### config.mk
export PLATFORM = sky130hd
export DESIGN_NAME = direct_form_fir_filter_unit
export DESIGN_NICKNAME = d
export VERILOG_FILES = /design/src/hw/rtl/dfir_pkg.sv /design/src/hw/rtl/direct_form_fir_filter_unit.sv
export SDC_FILE = /design/constraint.sdc
export NUM_CORES = 2
export LEC_CHECK = 0
export BUFFER_PORTS_ARGS = -buffer_cell sky130_fd_sc_hd__buf_2
export CAP_MARGIN = 20
export CORE_MARGIN = 8
export CORE_UTILIZATION = 50
export CTS_CLUSTER_SIZE = 30
export DETAILED_ROUTE_END_ITERATION = 6
export PLACE_DENSITY_LB_ADDON = 0.1
export SLEW_MARGIN = 40
export SYNTH_ARGS = -nofsm -noshare
export SYNTH_HDL_FRONTEND = slang
export SYNTH_SLANG_ARGS = --single-unit
export TNS_END_PERCENT = 5
### constraint.sdc
create_clock -name aclk -period 6.15 [get_ports aclk]
set_input_delay 0.9225 -clock aclk [delete_from_list [all_inputs] [get_ports aclk]]
set_output_delay 0.9225 -clock aclk [all_outputs]
set_load 0.02 [all_outputs]
### src/hw/rtl/dfir_pkg.sv
// Shared sizes, stream field layout, operation codes and FSM states
// for the direct-form FIR filter. No dependencies.
`default_nettype none

package dfir_pkg;

    localparam int MAX_TAPS    = 64;
    localparam int SAMPLE_BITS = 16;
    localparam int COEF_BITS   = 16;
    localparam int TAP_BITS    = 6;
    localparam int ORDER_BITS  = 6;
    localparam int OUT_BITS    = 38;

    localparam int ADDR_BITS  = $clog2(MAX_TAPS);
    localparam int COUNT_BITS = $clog2(MAX_TAPS + 1);
    localparam int PROD_BITS  = SAMPLE_BITS + COEF_BITS;

    // Input tdata layout, lowest bits first
    localparam int SMP_LSB  = 0;
    localparam int TAP_LSB  = SMP_LSB + SAMPLE_BITS;
    localparam int COEF_LSB = TAP_LSB + TAP_BITS;
    localparam int S_TDATA_BITS = ((COEF_LSB + COEF_BITS + 7) / 8) * 8;
    localparam int M_TDATA_BITS = ((OUT_BITS + 7) / 8) * 8;

    typedef enum logic {
        OP_FILTER = 1'b0,
        OP_LOAD   = 1'b1
    } op_t;

    typedef enum logic [1:0] {
        ST_IDLE,
        ST_MAC,
        ST_FLUSH,
        ST_RESULT
    } state_t;

endpackage

`default_nettype wire

### src/hw/rtl/direct_form_fir_filter_unit.sv
// Direct-form FIR filter: circular sample memory, coefficient memory and one MAC.
// Depends on dfir_pkg.
// A sample request runs taps = min(order+1, 64) multiply-accumulates, then flushes and
// loads the result; before the window is full it goes straight to the result. One request
// at a time: a sample holds the shared MAC until its result is loaded; a load does not.
// Synchronous active-low reset clears order, fill count and coefficient valid bits.
`default_nettype none

module direct_form_fir_filter_unit (
    input  logic                               aclk,
    input  logic                               aresetn,
    input  logic                               s_tvalid,
    output logic                               s_tready,
    // sample_in[15:0], tap_index[21:16], coefficient_value[37:22], zero pad
    input  logic [dfir_pkg::S_TDATA_BITS-1:0]  s_tdata,
    // operation[0]
    input  logic                               s_tuser,
    output logic                               m_tvalid,
    input  logic                               m_tready,
    // filtered_value[37:0], zero pad
    output logic [dfir_pkg::M_TDATA_BITS-1:0]  m_tdata,
    // window_full[0]
    output logic                               m_tuser,
    input  logic                               cfg_valid,
    output logic                               cfg_ready,
    input  logic [dfir_pkg::ORDER_BITS-1:0]    cfg_data
);
    import dfir_pkg::*;

    state_t                         state_reg, state_next;
    logic [ORDER_BITS-1:0]          order_reg;
    logic [ORDER_BITS:0]            order_p1;
    logic [COUNT_BITS-1:0]          taps;
    logic [ADDR_BITS-1:0]           ptr_reg, ptr_next, ptr_inc;
    logic [COUNT_BITS-1:0]          fill_reg, fill_next, fill_inc;
    logic [COUNT_BITS-1:0]          cnt_reg, cnt_next;
    logic [ADDR_BITS-1:0]           cnt_addr;
    logic                           cnt_last;
    logic                           full_reg, full_next;
    logic                           s_req, samp_acc, load_ok;
    logic                           issue, out_load;
    logic signed [SAMPLE_BITS-1:0]  in_sample;
    logic signed [COEF_BITS-1:0]    in_coef;
    logic [TAP_BITS-1:0]            in_tap;
    logic [SAMPLE_BITS-1:0]         dly_mem [MAX_TAPS];
    logic [COEF_BITS-1:0]           coef_mem [MAX_TAPS];
    logic [MAX_TAPS-1:0]            coef_vld_reg;
    logic [ADDR_BITS-1:0]           dly_addr;
    logic signed [SAMPLE_BITS-1:0]  smp_reg;
    logic signed [COEF_BITS-1:0]    coef_reg, coef_eff;
    logic                           coef_ok_reg;
    logic                           p1_vld_reg, p2_vld_reg;
    logic signed [PROD_BITS-1:0]    prod_reg;
    logic signed [OUT_BITS-1:0]     acc_reg, acc_next;
    logic                           m_valid_reg, m_valid_next;
    logic [OUT_BITS-1:0]            m_data_reg;
    logic                           m_full_reg;

    // Field unpacking
    assign in_sample = s_tdata[SMP_LSB +: SAMPLE_BITS];
    assign in_tap    = s_tdata[TAP_LSB +: TAP_BITS];
    assign in_coef   = s_tdata[COEF_LSB +: COEF_BITS];

    assign s_req    = s_tvalid && s_tready;
    assign samp_acc = s_req && (op_t'(s_tuser) == OP_FILTER);
    assign load_ok  = s_req && (op_t'(s_tuser) == OP_LOAD) && (int'(in_tap) < MAX_TAPS);

    // Tap count, clipped to the store depth
    assign order_p1 = {1'b0, order_reg} + 1'b1;
    assign taps     = (int'(order_p1) > MAX_TAPS) ? COUNT_BITS'(MAX_TAPS)
                                                   : COUNT_BITS'(order_p1);

    // Circular write pointer; newest sample sits at ptr_reg
    assign ptr_inc  = (ptr_reg == ADDR_BITS'(MAX_TAPS - 1)) ? '0 : ptr_reg + 1'b1;
    assign fill_inc = (int'(fill_reg) < MAX_TAPS) ? fill_reg + 1'b1 : fill_reg;
    assign cnt_addr = cnt_reg[ADDR_BITS-1:0];
    assign cnt_last = (cnt_reg == taps - 1'b1);
    assign dly_addr = (ptr_reg >= cnt_addr) ? ptr_reg - cnt_addr
                                            : ptr_reg + ADDR_BITS'(MAX_TAPS) - cnt_addr;

    // Next state
    always_comb begin
        state_next = state_reg;
        case (state_reg)
            ST_IDLE: begin
                if (samp_acc) begin
                    state_next = (fill_inc >= taps) ? ST_MAC : ST_RESULT;
                end
            end
            ST_MAC: begin
                if (cnt_last) begin
                    state_next = ST_FLUSH;
                end
            end
            ST_FLUSH: begin
                if (!p1_vld_reg && !p2_vld_reg) begin
                    state_next = ST_RESULT;
                end
            end
            ST_RESULT: begin
                if (out_load) begin
                    state_next = ST_IDLE;
                end
            end
            default: state_next = ST_IDLE;
        endcase
    end

    // FSM outputs
    always_comb begin
        s_tready = 1'b0;
        issue    = 1'b0;
        out_load = 1'b0;
        case (state_reg)
            ST_IDLE:   s_tready = 1'b1;
            ST_MAC:    issue    = 1'b1;
            ST_FLUSH:  ;
            ST_RESULT: out_load = !m_valid_reg || m_tready;
            default:   ;
        endcase
    end

    // Control next values
    always_comb begin
        ptr_next     = ptr_reg;
        fill_next    = fill_reg;
        full_next    = full_reg;
        cnt_next     = cnt_reg;
        acc_next     = acc_reg;
        m_valid_next = m_valid_reg;
        if (samp_acc) begin
            ptr_next  = ptr_inc;
            fill_next = fill_inc;
            full_next = (fill_inc >= taps);
            cnt_next  = '0;
            acc_next  = '0;
        end else begin
            if (issue) begin
                cnt_next = cnt_reg + 1'b1;
            end
            if (p2_vld_reg) begin
                acc_next = acc_reg + OUT_BITS'(prod_reg);
            end
        end
        if (out_load) begin
            m_valid_next = 1'b1;
        end else if (m_tready) begin
            m_valid_next = 1'b0;
        end
    end

    // Control registers
    always_ff @(posedge aclk) begin
        if (!aresetn) begin
            state_reg    <= ST_IDLE;
            order_reg    <= '0;
            ptr_reg      <= '0;
            fill_reg     <= '0;
            full_reg     <= 1'b0;
            cnt_reg      <= '0;
            coef_vld_reg <= '0;
            p1_vld_reg   <= 1'b0;
            p2_vld_reg   <= 1'b0;
            m_valid_reg  <= 1'b0;
        end else begin
            state_reg   <= state_next;
            ptr_reg     <= ptr_next;
            fill_reg    <= fill_next;
            full_reg    <= full_next;
            cnt_reg     <= cnt_next;
            p1_vld_reg  <= issue;
            p2_vld_reg  <= p1_vld_reg;
            m_valid_reg <= m_valid_next;
            if (cfg_valid) begin
                order_reg <= cfg_data;
            end
            if (load_ok) begin
                coef_vld_reg[in_tap[ADDR_BITS-1:0]] <= 1'b1;
            end
        end
    end

    // Sample memory: write newest sample, read one tap per MAC cycle
    always_ff @(posedge aclk) begin
        if (samp_acc) begin
            dly_mem[ptr_inc] <= in_sample;
        end
        if (issue) begin
            smp_reg <= dly_mem[dly_addr];
        end
    end

    // Coefficient memory; unloaded slots read as zero through the valid bits
    always_ff @(posedge aclk) begin
        if (load_ok) begin
            coef_mem[in_tap[ADDR_BITS-1:0]] <= in_coef;
        end
        if (issue) begin
            coef_reg    <= coef_mem[cnt_addr];
            coef_ok_reg <= coef_vld_reg[cnt_addr];
        end
    end

    // Multiply stage
    assign coef_eff = coef_ok_reg ? coef_reg : '0;

    always_ff @(posedge aclk) begin
        if (p1_vld_reg) begin
            prod_reg <= PROD_BITS'(smp_reg) * PROD_BITS'(coef_eff);
        end
    end

    // Accumulator and result register
    always_ff @(posedge aclk) begin
        acc_reg <= acc_next;
        if (out_load) begin
            m_data_reg <= full_reg ? acc_reg : '0;
            m_full_reg <= full_reg;
        end
    end

    assign m_tvalid  = m_valid_reg;
    assign m_tdata   = {{(M_TDATA_BITS - OUT_BITS){1'b0}}, m_data_reg};
    assign m_tuser   = m_full_reg;
    assign cfg_ready = 1'b1;

endmodule

`default_nettype wire

-- Word level (Yosys, flattened, before mapping)
Memory sizes are Yosys's and may differ from the RTL's. A register that Yosys moved wholly into a read port is not among the register bits.
Cells that the tools add are included.
- bits in writable memories: 2048
- register bits after elaboration: 206
- memories kept: 2
- memory list (name ; depth ; width ; read ports ; clocked after Yosys merged registers in ; write ports ; line ; text):
    coef_mem ; 64 ; 16 ; 1 ; 1 ; 1 ; direct_form_fir_filter_unit.sv:46 ; logic [COEF_BITS-1:0] coef_mem [MAX_TAPS];
    dly_mem ; 64 ; 16 ; 1 ; 1 ; 1 ; direct_form_fir_filter_unit.sv:45 ; logic [SAMPLE_BITS-1:0] dly_mem [MAX_TAPS];
- $mul: 1
- reduce and logical (&&, ||, !) cells: 13
- eq/ne operators: 9
- add/subtract/negate cells: 7
- order comparisons: 6
- multiplexer cells: 23
- bitwise logic cells: 3
- operators with widths (kind ; number):
    bitwise OR 64 bit ; 1
    adder 38 x 32 -> 38 bit ; 1
    multiplier 16 x 16 -> 32 bit ; 1
    2-to-1 mux 16 bit ; 1
    adder 7 x 1 -> 7 bit, second input constant ; 2
    < comparator 6 x 7 -> 1 bit, second input constant ; 2
    2-to-1 mux 7 bit ; 2
    2-to-1 mux 1 bit ; 11
    2-to-1 mux 2 bit ; 5
    != test 2 bit, second input constant ; 4
    case mux 2 bit (4 select lines) ; 1
    adder 6 x 1 -> 7 bit, second input constant ; 1
    equality test 7 bit ; 1
    greater-or-equal comparator 7 bit ; 1
    greater-than comparator 7 bit, second input constant ; 1
    < comparator 7 bit, second input constant ; 1
    subtractor 7 x 1 -> 7 bit, second input constant ; 1
    adder 6 x 1 -> 6 bit, second input constant ; 1
    binary-select mux 1 bit (select 6 bit) ; 1
    demux 1 bit (select 6 bit) ; 1
    equality test 6 bit, second input constant ; 1
    greater-or-equal comparator 6 x 1 -> 1 bit, second input constant ; 1
    2-to-1 mux 6 bit ; 1
    subtractor 6 bit ; 1
    10 further kinds ; 18

-- Depth between registers and ports, before layout
- word-level depth: 7
- gate-level depth with buffers: 25

-- Worst setup path before layout
No wires, ideal clock.
- path kind: reg-to-reg
- from: register coef_ok_reg
- to: register prod_reg[26] (data pin)
- stages on the path, launching flop included: 24
- required time: 5.889 ns
- buffers on the path: 2
- slack: -0.174 ns
- clock period less this slack: 6.324 ns
- arrival time: 6.063 ns
- library setup time: 0.261 ns
- cells stage by stage: edfxtp_1 -> clkbuf_1 -> and2_1 -> clkbuf_1 -> nand2_1 -> fa_1 -> inv_1 -> fa_1 -> fa_1 -> fa_1 -> fa_1 -> inv_1 -> fa_1 -> inv_1 -> ha_1 -> a21o_1 -> a211o_1 -> o22a_1 -> o211a_1 -> o41a_1 -> a21o_1 -> nand2_1 -> nand2_1 -> xor2_1
- cells in the longest elaborated chain, start to end: 2
- RTL lines (what ; line ; text):
    start, declared ; direct_form_fir_filter_unit.sv:51 ; logic coef_ok_reg;
    start signal, assigned ; direct_form_fir_filter_unit.sv:200 ; coef_ok_reg <= coef_vld_reg[cnt_addr];
    2-to-1 mux 16 bit ; direct_form_fir_filter_unit.sv:205 ; assign coef_eff = coef_ok_reg ? coef_reg : '0;
    multiplier 16 x 16 -> 32 bit ; direct_form_fir_filter_unit.sv:209 ; prod_reg <= PROD_BITS'(smp_reg) * PROD_BITS'(coef_eff);
    end signal, assigned ; direct_form_fir_filter_unit.sv:209 ;
    end, declared ; direct_form_fir_filter_unit.sv:53 ; logic signed [PROD_BITS-1:0] prod_reg;
No other way between the ends.
A chain may end at the register's enable or synchronous reset.

-- Final worst setup path
- from: register smp_reg[11], read port of dly_mem
- to: register prod_reg[26] (data pin)
- cells in the longest elaborated chain, start to end: 1
- RTL lines (what ; line ; text):
    start, declared ; direct_form_fir_filter_unit.sv:49 ; logic signed [SAMPLE_BITS-1:0] smp_reg;
    multiplier 16 x 16 -> 32 bit ; direct_form_fir_filter_unit.sv:209 ;
No other way between the ends.

==> summary.json <==
{
  "status": {"value": "complete, but fails checks"},
  "failing_checks": {"value": "negative setup slack"},
  "grt_antenna_before_repair": {"value": 17},
  "cts_tree": {"value": "done"},
  "worstSetupStartpoint": {"value": "smp_reg[11]$_DFFE_PP_"},
  "dr_top_layer": {"value": "met5"},
  "end_kind": {"value": "register"},
  "final_number_of_max_transition_violations": {"value": 0},
  "cp_data_arrival_time": {"value": 6.80, "unit": "ns"},
  "timing.hold.worst.class": {"value": "in2reg"},
  "total_clock_buffers_created_by_cts": {"value": 227},
  "power.static_leakage": {"value": 38.3, "unit": "nW"},
  "cts_sinks": {"value": 2286},
  "share_of_synthesized_registers_carrying_an_async_set_or_reset": {"value": 0, "unit": "%"},
  "power.density_cell_area": {"value": 629, "unit": "nW/µm²"},
  "clock_insertion_delay_worst_skew": {"value": 0.87, "unit": "ns"},
  "fill_cells": {"value": 14913},
  "fin_ws": {"value": -0.0552, "unit": "ns"},
  "drt_drc_violations_left": {"value": 0},
  "sw_frac_of_total": {"value": 36.4, "unit": "%"},
  "placed_area": {"value": 105000, "unit": "µm²"},
  "drv.max_cap_violation_count": {"value": 0},
  "initial_utilization": {"value": 50.3, "unit": "%"},
  "reg2reg_slack": {"value": -0.06, "unit": "ns"},
  "total_routed_length": {"value": 232000, "unit": "µm"},
  "max-vdd-ir-drop": {"value": 0.00146, "unit": "V"},
  "cts_htree_levels": {"value": 4},
  "crit_path_end": {"value": "prod_reg[26]$_DFFE_PP_"},
  "synth_area": {"value": 99100, "unit": "µm²"},
  "rsz0062_at_grt": {"value": "yes"},
  "slowest_stage": {"value": "sky130_fd_sc_hd__edfxtp_1"},
  "drt_pre_antenna_iters": {"value": 5},
  "setup.worst_path.start_class": {"value": "register"},
  "netlist_instances": {"value": 5252},
  "yosys.cell_types.count": {"value": 73},
  "gp_congestion": {"value": 0.822},
  "max_slew_margin": {"value": 43.2, "unit": "%"},
  "drt_iter0_markers": {"value": 4647},
  "final_common_cell": {"value": "sky130_fd_sc_hd__edfxtp_1"},
  "worstMarginPinSlew": {"value": 0.852, "unit": "ns"},
  "critical-path-max-stage-delay": {"value": 0.54, "unit": "ns"},
  "numPortBuffers": {"value": 90},
  "timing.critical_path.fanout_max": {"value": 6},
  "finalCritPeriodShare": {"value": 101, "unit": "%"},
  "yosysWarningCount": {"value": 0},
  "pin_count_of_the_biggest_net_entering_global_routing": {"value": 125},
  "antenna_violating_nets_post_route": {"value": 0},
  "critical_path.cell_chain": {"value": "buf_4 > and3_1 > fa_1 > inv_1 > fa_1 > fa_1 > inv_1 > fa_1 > fa_1 > inv_1 > fa_1 > inv_1 > ha_4 > a21o_1 > a211o_1 > o22a_1 > o211a_1 > o41a_1 > a21o_1 > nand2_1 > nand2_1 > xor2_1"},
  "nNetsFinal": {"value": 6114},
  "synth_sequential_area_ratio": {"value": 67.9, "unit": "%"},
  "final_area": {"value": 113000, "unit": "µm²"},
  "cts-root-to-sink-buffers": {"value": 3},
  "finalClockSkew": {"value": 0.0779, "unit": "ns"},
  "synth.ff_latch_count": {"value": 2286},
  "rr_startpoint": {"value": "smp_reg[11]$_DFFE_PP_"},
  "power.combinational.fraction": {"value": 53.9, "unit": "%"},
  "fp.coreArea": {"value": 197000, "unit": "µm²"},
  "num_vias": {"value": 49628},
  "viasPerCell": {"value": 5.84},
  "net-switching-power": {"value": 25.9, "unit": "mW"},
  "route.met3.wl": {"value": 16200, "unit": "µm"},
  "synth-edff-count": {"value": 2152},
  "overall_overflow_remaining_after_global_route": {"value": 0},
  "post_layout_nonfiller_instances": {"value": 8505},
  "final_cell_mix": {"value": "2152 x sky130_fd_sc_hd__edfxtp_1, 677 x sky130_fd_sc_hd__mux4_2, 340 x sky130_fd_sc_hd__buf_4"},
  "most_frequent_cp_cell": {"value": "sky130_fd_sc_hd__fa_1"},
  "timing.final.crit_period": {"value": 6.21, "unit": "ns"},
  "wl_met2": {"value": 113000, "unit": "µm"},
  "worstRegToRegCells": {"value": 22},
  "layout-area-overhead-vs-synth": {"value": 14.0, "unit": "%"},
  "fp.dieH": {"value": 461, "unit": "µm"},
  "criticalPathCategory": {"value": "reg2reg"},
  "design.die.area": {"value": 213000, "unit": "µm²"},
  "ios": {"value": 96},
  "grtUsageTotal": {"value": 21.9, "unit": "%"},
  "report.final.setup_viol": {"value": 2},
  "grt_first_pass_wirelength": {"value": 342000, "unit": "µm"},
  "share_seq_of_total_power": {"value": 26.8, "unit": "%"},
  "clock-root-buffer": {"value": "sky130_fd_sc_hd__clkbuf_16"},
  "wirelength_met1": {"value": 97200, "unit": "µm"},
  "finalHoldViolations": {"value": 0},
  "synth_area_per_cell": {"value": 18.9, "unit": "µm²"},
  "placement_rows": {"value": 163},
  "detail_route.wl_per_cell": {"value": 27.3, "unit": "µm"},
  "worst_setup_hold_path_clk_slew": {"value": 0.06, "unit": "ns"},
  "die_x": {"value": 461, "unit": "µm"},
  "timing.fmax": {"value": 161, "unit": "MHz"},
  "final_layout_size_suffix_gt1_share": {"value": 27.9, "unit": "%"},
  "power.clock.fraction": {"value": 19.3, "unit": "%"},
  "critPathRequiredTime": {"value": 6.74, "unit": "ns"},
  "postSynth.topFlopCell": {"value": "sky130_fd_sc_hd__edfxtp_1"},
  "detailedPlacementHpwl": {"value": 139000, "unit": "µm"},
  "first_global_vias": {"value": 51300},
  "post-place-cells": {"value": 8064},
  "cell_internal_pwr": {"value": 45.2, "unit": "mW"},
  "end_of_the_worst_register_to_register_path": {"value": "prod_reg[26]$_DFFE_PP_"}
}
[power groups by stage]
stage / Clock (mW) / Combinational, mW / Sequential, mW
floorplan: 0 / 25.8 / 19.3
global placement: 0 / 36.3 / 19.4
detailed placement: 0 / 36.8 / 19.4
CTS: 14.0 / 37.7 / 19.1
global route: 14.6 / 43.0 / 19.1
finish: 13.7 / 38.3 / 19.1
[stage by stage]
stage / worst slack [ns] / hold WS (ns) / power [mW] / util [%] / TNS [ns]
final: -0.0552 / 0.322 / 71.0 / 57.3 / -0.0924
after global routing: -0.283 / 0.269 / 76.6 / 57.3 / -1.44
after CTS: -0.130 / 0.242 / 70.7 / 57.2 / -0.511
after detailed placement: -0.371 / 0.455 / 56.2 / 53.4 / -2.18
after global placement: -0.336 / 0.444 / 55.7 / 53.2 / -2.05
after floorplan: 0.0188 / 0.435 / 45.0 / - / 0
[area by class of cell]
class	count	area [µm²]	area share, %
diodes	11	27.5	0.0244
clock buffers	314	6270	5.54
clock inverters	110	1150	1.02
inverters	327	1230	1.09
multi-input cells	2382	30300	26.8
flip-flops and latches	2286	67300	59.6
well taps	2640	3300	2.92
repair buffers	435	3470	3.07
[synth_stat cells (all sizes together) (11+ instances only)]
cell type	n	area share, %
nor2	359	1.4
mux2i	48	0.48
xor2	33	0.30
fa	264	5.3
clkbuf	171	0.65
or2	13	0.082
xnor2	64	0.58
inv	327	1.2
ha	139	1.8
nand2b	13	0.082
a211oi	25	0.19
a31oi	11	0.085
edfxtp	2152	65
nor3	16	0.081
nand2	184	0.70
o21ai	48	0.24
mux4	677	15
and2	57	0.36
a21oi	87	0.44
nor2b	25	0.16
and3	133	0.84
nand3	36	0.19
dfxtp	134	2.7
buf	87	0.43
a21o	38	0.29
[worst max-delay path: cells and delay by family, from the launching register on]
family,cells,cell delay [ns]
flip-flops,1,0.54
XOR/XNOR,1,0.13
adder cells (fa/ha/maj),7,3.11
buffers and inverters,5,0.43
AO/OA/AOI/OAI,6,1.41
AND/OR/NAND/NOR,3,0.30
[layer usage]
layer	vias to the layer above	GRT usage, %
met2	1598	35.3
li1	21370	-
met3	322	4.25
met4	8	6.05
met1	26330	30.8
met5	-	0
[cell families (layout without fill, tap and decap cells)]
logic type                 after synthesis  after routing  share of synthesized area, %
and+or+nand+nor                        877            877                          4.14
other                                    2             14                       0.00757
xor gates and xnor gates                97             97                         0.880
muxes                                  726            726                          15.9
DFF                                   2286           2286                          67.9
buffers and inverters                  585           1186                          2.32
adders and majority gates              403            403                          7.08
AOI/OAI and AO/OA                      276            276                          1.82
[worst min path at each step]
stage / start / to / slack (ns) / cells after the start
CTS: cfg_data[1] / order_reg[1]$_SDFFE_PN0P_ / 0.24 / 3
finish: cfg_data[1] / order_reg[1]$_SDFFE_PN0P_ / 0.32 / 3
global route: cfg_data[1] / order_reg[1]$_SDFFE_PN0P_ / 0.27 / 3
global placement: coef_vld_reg[14]$_SDFFE_PN0P_ / coef_vld_reg[14]$_SDFFE_PN0P_ / 0.44 / 2
floorplan: coef_vld_reg[10]$_SDFFE_PN0P_ / coef_vld_reg[10]$_SDFFE_PN0P_ / 0.43 / 2
detailed placement: coef_vld_reg[10]$_SDFFE_PN0P_ / coef_vld_reg[10]$_SDFFE_PN0P_ / 0.46 / 2
[what timing repair did]
action                     CTS  global route
setup buffers                3             0
hold endpoints to repair     0             0
cloned                       0             1
hold buffers                 0             0
setup endpoints to repair    8             9
resized for setup           19            32
pin swaps                    7            10
Note: power is estimated with default switching activity, not from simulation.
